File: config.mk
export PLATFORM = sky130hd
export DESIGN_NAME = fp8_float_converter
export DESIGN_NICKNAME = d
export VERILOG_FILES = /design/src/sv/fp8c_pkg.sv /design/src/sv/fp8_float_converter.sv /design/src/sv/fp8c_decode.sv /design/src/sv/fp8c_enc_prep.sv
export SDC_FILE = /design/constraint.sdc
export NUM_CORES = 1
export LEC_CHECK = 0
export ABC_AREA = 1
export BUFFER_PORTS_ARGS = -buffer_cell sky130_fd_sc_hd__buf_2
export CAP_MARGIN = 20
export CORE_UTILIZATION = 60
export DETAILED_ROUTE_END_ITERATION = 16
export GPL_ROUTABILITY_DRIVEN = 0
export HOLD_SLACK_MARGIN = 0.15
export MAX_ROUTING_LAYER = met4
export PLACE_DENSITY = 0.81
export SYNTH_ARGS = -nofsm -noshare
export SYNTH_HDL_FRONTEND = slang
export SYNTH_SLANG_ARGS = --single-unit
File: constraint.sdc
create_clock -name clk -period 15.54 [get_ports clk]
set_input_delay 3.108 -clock clk [delete_from_list [all_inputs] [get_ports clk]]
set_output_delay 3.108 -clock clk [all_outputs]
set_load 0.03 [all_outputs]
File: src/sv/fp8c_pkg.sv
package fp8c_pkg;

	typedef enum logic [1:0] {
		MODE_ENC_E4M3 = 2'd0,
		MODE_ENC_E5M2 = 2'd1,
		MODE_DEC_E4M3 = 2'd2,
		MODE_DEC_E5M2 = 2'd3
	} mode_t;

	localparam logic [7:0] E4M3_NAN     = 8'hFF;
	localparam logic [7:0] E4M3_INF     = 8'h7E;
	localparam logic [7:0] E4M3_MAXCODE = 8'h77;
	localparam logic [7:0] E5M2_NAN     = 8'h7F;
	localparam logic [7:0] E5M2_INF     = 8'h7C;
	localparam logic [7:0] E5M2_MAXCODE = 8'h7B;
	localparam logic [31:0] FP32_QNAN   = 32'h7FC00000;
	localparam logic [30:0] FP32_INF    = 31'h7F800000;

	// stage 1 -> stage 2 record of an encode item
	typedef struct packed {
		logic        sign;
		logic        special;   // zero, NaN, inf or saturate: code fixed
		logic [6:0]  fixed;     // magnitude code when special
		logic [23:0] m;         // significand
		logic [5:0]  shift;     // right shift, clipped to 63
		logic [4:0]  ebase;     // (eb - emin) exponent code
	} enc_s1_t;

endpackage

File: src/sv/fp8_float_converter.sv
// done follows start through the v_s1, v_s2 and v_s3 registers; throughput: one item per cycle.
// busy is held low: a new item may start every cycle, results never stall.
// Stages: s1 decode/exponent prep, s2 shift, round, saturate and pack, s3 output select.
// arst_n clears all valid bits; payload registers are not reset.
module fp8_float_converter
	import fp8c_pkg::*;
(
	input  logic        clk,
	input  logic        arst_n,
	input  logic        start,
	output logic        busy,
	input  logic [1:0]  mode,
	input  logic [31:0] value_in,
	output logic        done,
	output logic [31:0] value_out
);
	logic        v_s1, v_s2, v_s3;
	logic        enc_s1, enc_s2, e5_s1;
	enc_s1_t     rec_w, rec_s1;
	logic [31:0] dec_w, dec_s1, dec_s2;
	logic [7:0]  code_s2;
	logic [31:0] out_s3;
	logic        is_enc, is_e5;
	logic [24:0] q;
	logic [63:0] mm, rem, half;
	logic [7:0]  sum;
	logic [6:0]  maxc;

	function automatic logic [6:0] maxc_min(input logic [7:0] s, input logic [6:0] mx);
		maxc_min = (s > {1'b0, mx}) ? mx : s[6:0];
	endfunction

	assign busy = 1'b0;
	assign is_enc = (mode == MODE_ENC_E4M3) || (mode == MODE_ENC_E5M2);
	assign is_e5 = (mode == MODE_ENC_E5M2) || (mode == MODE_DEC_E5M2);

	fp8c_enc_prep u_prep (.e5(is_e5), .x(value_in), .rec(rec_w));
	fp8c_decode u_dec (.e5(is_e5), .code(value_in[7:0]), .result(dec_w));

	always_ff @(posedge clk or negedge arst_n) begin
		if (!arst_n) begin
			v_s1 <= 1'b0;
			v_s2 <= 1'b0;
			v_s3 <= 1'b0;
		end else begin
			v_s1 <= start;
			v_s2 <= v_s1;
			v_s3 <= v_s2;
		end
	end

	always_ff @(posedge clk) begin
		enc_s1 <= is_enc;
		e5_s1 <= is_e5;
		rec_s1 <= rec_w;
		dec_s1 <= dec_w;
		enc_s2 <= enc_s1;
		dec_s2 <= dec_s1;
		code_s2 <= {rec_s1.sign, (rec_s1.special ? rec_s1.fixed : maxc_min(sum, maxc))};
		out_s3 <= enc_s2 ? {24'd0, code_s2} : dec_s2;
	end

	// round to nearest, ties toward zero
	always_comb begin
		mm = {40'd0, rec_s1.m};
		q = 25'(mm >> rec_s1.shift);
		rem = mm & ((64'd1 << rec_s1.shift) - 64'd1);
		half = (rec_s1.shift == 6'd0) ? 64'd0 : (64'd1 << (rec_s1.shift - 6'd1));
		if (rec_s1.shift != 6'd0 && rem > half)
			q = q + 25'd1;
		maxc = e5_s1 ? E5M2_MAXCODE[6:0] : E4M3_MAXCODE[6:0];
		sum = (e5_s1 ? {1'b0, rec_s1.ebase, 2'd0} : {rec_s1.ebase, 3'd0})
			+ ((q > 25'd255) ? 8'd255 : q[7:0]);
	end

	assign done = v_s3;
	assign value_out = out_s3;

`ifndef SYNTHESIS
	a_lat: assert property (@(posedge clk) disable iff (!arst_n) start |-> ##3 done)
		else $error("item lost in pipeline");
	a_enc_hi: assert property (@(posedge clk) disable iff (!arst_n)
		(v_s2 && enc_s2) |=> (value_out[31:8] == 24'd0))
		else $error("encode result upper bits set");
	a_nostart: assert property (@(posedge clk) disable iff (!arst_n)
		!$past(start, 3) |-> !done)
		else $error("spurious done");
`endif
endmodule

File: src/sv/fp8c_decode.sv
module fp8c_decode
	import fp8c_pkg::*;
(
	input  logic       e5,
	input  logic [7:0] code,
	output logic [31:0] result
);
	logic       sign;
	logic [4:0] ex;
	logic [2:0] mant;
	logic [1:0] p;
	logic [7:0] exp32;
	logic [22:0] frac;

	always_comb begin
		sign = code[7];
		if (e5) begin
			ex = code[6:2];
			mant = {1'b0, code[1:0]};
		end else begin
			ex = {1'b0, code[6:3]};
			mant = code[2:0];
		end
		p = mant[2] ? 2'd2 : (mant[1] ? 2'd1 : 2'd0);
		exp32 = '0;
		frac = '0;
		result = '0;
		if (e5 && ex == 5'h1F) begin
			result = (mant == 3'd0) ? {sign, FP32_INF} : FP32_QNAN;
		end else if (!e5 && ex == 5'h0F) begin
			result = (mant == 3'd6) ? {sign, FP32_INF} : FP32_QNAN;
		end else if (ex == 5'd0) begin
			if (mant == 3'd0) begin
				result = {sign, 31'd0};
			end else begin
				// subnormal: 2^(p - bias + 1 - mb)
				exp32 = e5 ? (8'd111 + {6'd0, p}) : (8'd118 + {6'd0, p});
				frac = {20'd0, mant ^ (3'd1 << p)} << (5'd23 - {3'd0, p});
				result = {sign, exp32, frac};
			end
		end else begin
			exp32 = e5 ? ({3'd0, ex} + 8'd112) : ({3'd0, ex} + 8'd120);
			frac = e5 ? {mant[1:0], 21'd0} : {mant, 20'd0};
			result = {sign, exp32, frac};
		end
	end
endmodule

File: src/sv/fp8c_enc_prep.sv
module fp8c_enc_prep
	import fp8c_pkg::*;
(
	input  logic        e5,
	input  logic [31:0] x,
	output enc_s1_t     rec
);
	logic [7:0] e;
	logic [22:0] f;
	logic [9:0] ebits, eb, sh;   // eb is biased by 127
	logic [7:0] eminb;

	always_comb begin
		e = x[30:23];
		f = x[22:0];
		rec = '0;
		rec.sign = x[31];
		ebits = (e == 8'd0) ? 10'd1 : {2'd0, e};
		eminb = e5 ? 8'd113 : 8'd121;       // emin + 127
		eb = ({2'd0, e} < {2'd0, eminb}) ? {2'd0, eminb} : {2'd0, e};
		// shift = eb - mb - ebits + 23 ; eb,ebits both biased
		sh = eb + (e5 ? 10'd21 : 10'd20) - ebits;
		rec.m = (e == 8'd0) ? {1'b0, f} : {1'b1, f};
		rec.shift = (sh > 10'd63) ? 6'd63 : sh[5:0];
		rec.ebase = 5'(eb - {2'd0, eminb});
		if (e == 8'hFF) begin
			rec.special = 1'b1;
			if (f != 23'd0) begin
				// NaN code is fixed, sign included
				rec.sign = e5 ? E5M2_NAN[7] : E4M3_NAN[7];
				rec.fixed = e5 ? E5M2_NAN[6:0] : E4M3_NAN[6:0];
			end else begin
				rec.fixed = e5 ? E5M2_INF[6:0] : E4M3_INF[6:0];
			end
		end else if (e == 8'd0 && f == 23'd0) begin
			rec.special = 1'b1;
		end else if (e > (e5 ? 8'd142 : 8'd134)) begin
			rec.special = 1'b1;
			rec.fixed = e5 ? E5M2_MAXCODE[6:0] : E4M3_MAXCODE[6:0];
		end
	end
endmodule

==> flow_results.org <==
** Synth
- Cell with the most instances after synthesis :: sky130_fd_sc_hd__nand2_1
- Synth warn :: 0
- The cell area that synthesis handed to floorplanning was just over 7000 um^2.
- The synthesized design spends more area on one cell type than any other, namely sky130_fd_sc_hd__dfxtp_1.
- Synthesized netlist cell count :: 1095
- In the synthesized netlist, the cells that appear most often are sky130_fd_sc_hd__nand2_1, sky130_fd_sc_hd__inv_1, sky130_fd_sc_hd__nand3_1.
- After synthesis, flip-flops and latches occupy 27.57% of the total area.
- Synth top area cells :: sky130_fd_sc_hd__dfxtp_1, sky130_fd_sc_hd__nand2_1, sky130_fd_sc_hd__nand3_1
- The synthesized netlist contains 50 unique library cells.
- For this run, the leading register cell type out of synthesis is sky130_fd_sc_hd__dfxtp_1.
- Asr flop ratio synth :: 3.093%
- Area fraction of the dominant cell type after synthesis :: between 20% and 30%
- Yosys reg bits :: 97
- In this run, synthesis inferred 0 flip-flops with an integrated enable.
- Post-Synthesis Mean Instance Area :: ~6.5 um^2

** Die
- Measured along the x axis, the die boundary spans roughly 110 um.
- Number of placement rows :: 39
- For this configuration, the core starts out at a cell density of 61.90%.
- From bottom edge to top edge, the die measures between 100 and 150 um.
- The region available for standard cell placement spans about 11000 um^2.
- The die covers about 12000 um^2.
- I/O pins :: about 70

** Critical path
- The worst setup path is launched from a register.
- Endpoint of the worst-slack reg-to-reg timing path :: code_s2[3]
- The number of cells on the worst reg-to-reg path is between 40 and 50.
- At the worst endpoint, the arrival time is around 7.6 ns.
- On the worst path, the slowest cell contributes a delay of 1.00 ns.
- In this run the register-to-register setup slack is around 8 ns.
- Most prevalent standard cell on the critical path :: sky130_fd_sc_hd__nand2_1
- Slowest library cell on the worst path :: sky130_fd_sc_hd__dfxtp_1
- The worst setup path is captured at a register.
- For the worst setup path, the data required time is around 16 ns.
- Classification of the worst setup path :: reg -> reg
- The worst register-to-register path begins at rec_s1[6].
- Maximum fanout along the worst path :: 28

** Clocking
- CTS sink count :: 97
- TritonCTS built the clock tree.
- Clock insertion delay at the later pin of the skew report :: about 0.35 ns
- Clock transition at the registers of the reported paths :: approximately 0.070 ns
- Once the clock tree was built, the resizer swapped 0 gates to a different size.
- Clock root buffer :: sky130_fd_sc_hd__clkbuf_16
- CTS buffer count :: 9
- Once the clock tree was built, the setup fixing pass inserted 0 buffers.
- Buffers inserted to repair hold after CTS numbered 0.
- Max Buffers Root-to-Sink :: 2
- The H-tree was split into 3 levels.

** Cells and area
- Compared with the post-synthesis result, the final layout area differs by 7.597%.
- Of the cells placed in the final design, the portion with a size suffix greater than 1 is 13.06%.
- Storage element area :: 1957 um^2
- 0 antenna diodes ended up in the layout.
- At the end of the flow, the number of nets in the layout was 1222.
- Multi-input logic area :: ~4300 um^2
- Fill cells in the final layout number about 1000.
- Core Util, Final :: roughly 67%

** Power and ir drop
- In this run the static leakage power is ~4.0 nW.
- Across the VDD grid, the largest voltage drop is roughly 0.096 mV.
- Pwr dens :: about 88 nW/um^2

** Timing
- The count of final max-slew check failures was 0.
- Final Skew :: slightly above 0.007 ns
- Setup violations remaining at the end of the flow were counted as 0.
- For the pin with the worst max-slew slack, the measured transition is between 1 and 1.5 ns.
- Summed over all failing endpoints, the final setup total negative slack is 0 ns.
- Min Clock Period, post-route :: 7.374 ns
- Setup repair after global routing left no endpoint under its margin.
- Headroom to the max-slew limit came out at a little under a third.
- Setup slack closes at 8.166 ns.
- Static timing analysis puts the maximum clock frequency at 135.6 MHz.
- Period Utilization, post-route :: 47.45%
- Hold Vio Cnt, Final :: 0

** Route
- The routed layout has approximately 7000 vias.
- Initial DRT Pass Iterations :: 5
- The routed design has 16490 um of wire.
- Dividing the detail-routed wire length by the instance count gives ~13 um.
- Vias per cell :: around 5.4
- Final antenna-violating net count :: 0
- Post-detailed-route DRC marker count :: 0
- Initial DRC Count :: 609

** GRT
- The number of global-route vias before repair came to 6078.
- Antenna violations before repair :: 0
- Overall routing resource usage :: between 20 and 30%
- The first global-routing pass estimated about 28000 um of wire.
- Largest net degree at the start of global routing :: 30
- Global route overflow :: 0

** Place
- Before CTS, the worst setup slack after placement is 8.198 ns.
- Half-perimeter wire length after detailed placement :: between 10000 and 15000 um
- Buffers placed on the I/O ports in this run total 57.

** Hold path
- Counting instances, the worst hold path has a depth of 0.
- Startpoint of the worst hold path :: dec_s1[27]
- Endpoint of the worst hold-timing path :: dec_s2[27]
- Class of the most critical hold timing path :: reg -> reg

** Status
- Result of the run :: finished clean

** Flow run
- Max-cap violations in this run came to 0.
[layer usage]
layer / vias to the layer above / wire length, um / GRT usage (%)
li1: 3569 / - / -
met4: 0 / 293 / 8.000
met5: - / 0 / -
met2: 219 / 7466 / 43.60
met3: 25 / 1097 / 4.374
met1: 3099 / 7631 / 37.80
[state kept, by name (all words and copies together), names as in the netlist]
name and flops:
v_s1 1, dec_s2 11, value_out 19, code_s2 8
dec_s1 11, mm 24, rec_s1 18, v_s2 1
enc_s1 1, done 1, e5_s1 1, enc_s2 1
[worst max path at each step]
stage	from	to	slack [ns]	cells after the start
2_1_floorplan	mode[0]	rec_s1[10]	8.51	21
6_report	rec_s1[6]	code_s2[3]	8.17	45
5_1_grt	rec_s1[6]	code_s2[4]	7.45	45
3_3_place_gp	mode[0]	rec_s1[10]	8.46	24
4_1_cts	rec_s1[6]	code_s2[3]	8.27	45
3_5_place_dp	mode[0]	rec_s1[10]	8.20	24
[kinds of logic (layout without fill, tap and decap cells)]
kind of cell,count (synthesis),count (layout),share of synthesized area [%]
DFF,97,97,27.57
muxes,1,1,0.1410
buffers and inverters,203,237,12.80
AOI/OAI and AO/OA,98,98,8.021
and+or+nand+nor,623,623,39.73
xor gates and xnor gates,23,23,2.838
other,1,13,0.05283
adders and majority gates,49,49,8.849
[worst max-delay path, delay by kind of cell, from the launching register on]
kind / cells / cell delay (ns)
AOI/OAI and AO/OA: 3 / 0.57
xor gates and xnor gates: 1 / 0.16
adders and majority gates: 5 / 1.25
buffers and inverters: 6 / 0.66
DFF: 1 / 1.00
and+or+nand+nor: 30 / 3.60
[cells in the final DEF (no fill, tap or decap), types with 5 or more instances in the layout]
cell	n
sky130_fd_sc_hd__a21oi_1	34
sky130_fd_sc_hd__buf_2	57
sky130_fd_sc_hd__clkbuf_16	9
sky130_fd_sc_hd__conb_1	13
sky130_fd_sc_hd__dfxtp_1	94
sky130_fd_sc_hd__ha_1	47
sky130_fd_sc_hd__inv_1	145
sky130_fd_sc_hd__inv_2	13
sky130_fd_sc_hd__nand2_1	287
sky130_fd_sc_hd__nand2_2	20
sky130_fd_sc_hd__nand3_1	123
sky130_fd_sc_hd__nand3_2	9
sky130_fd_sc_hd__nand4_1	23
sky130_fd_sc_hd__nor2_1	114
sky130_fd_sc_hd__nor2_2	11
sky130_fd_sc_hd__nor2_4	7
sky130_fd_sc_hd__nor3_1	12
sky130_fd_sc_hd__nor4_1	10
sky130_fd_sc_hd__o21ai_0	35
sky130_fd_sc_hd__xnor2_1	5
sky130_fd_sc_hd__xor2_1	18
[per-stage QoR]
stage	total power [mW]	hold WS, ns	std cells	area [um^2]
5_1_grt	0.7087	0.3313	1284	7637
3_5_place_dp	0.4595	0.3136	1268	7338
6_report	0.6727	0.3281	1284	7637
3_3_place_gp	0.4569	0.3101	1268	7338
2_1_floorplan	0.4264	0.3096	1107	7143
4_1_cts	0.6732	0.3296	1284	7637
[cell type report]
cell class,count,share of cell area (%)
tap,143,2.343
timing repair buffer,60,4.030
clock buffer,9,2.949
clock inverter,7,0.9666
sequential,97,25.62
multi-input combinational,807,56.01
inverter,161,8.077
[where the power goes]
group / switching, mW / leakage (nW) / internal [mW] / total [mW]
clock network: 0.103 / 0.139 / 0.113 / 0.216
registers: 0.0150 / 0.823 / 0.271 / 0.286
logic: 0.115 / 3.01 / 0.0561 / 0.171
(Power assumes the default switching activity.)
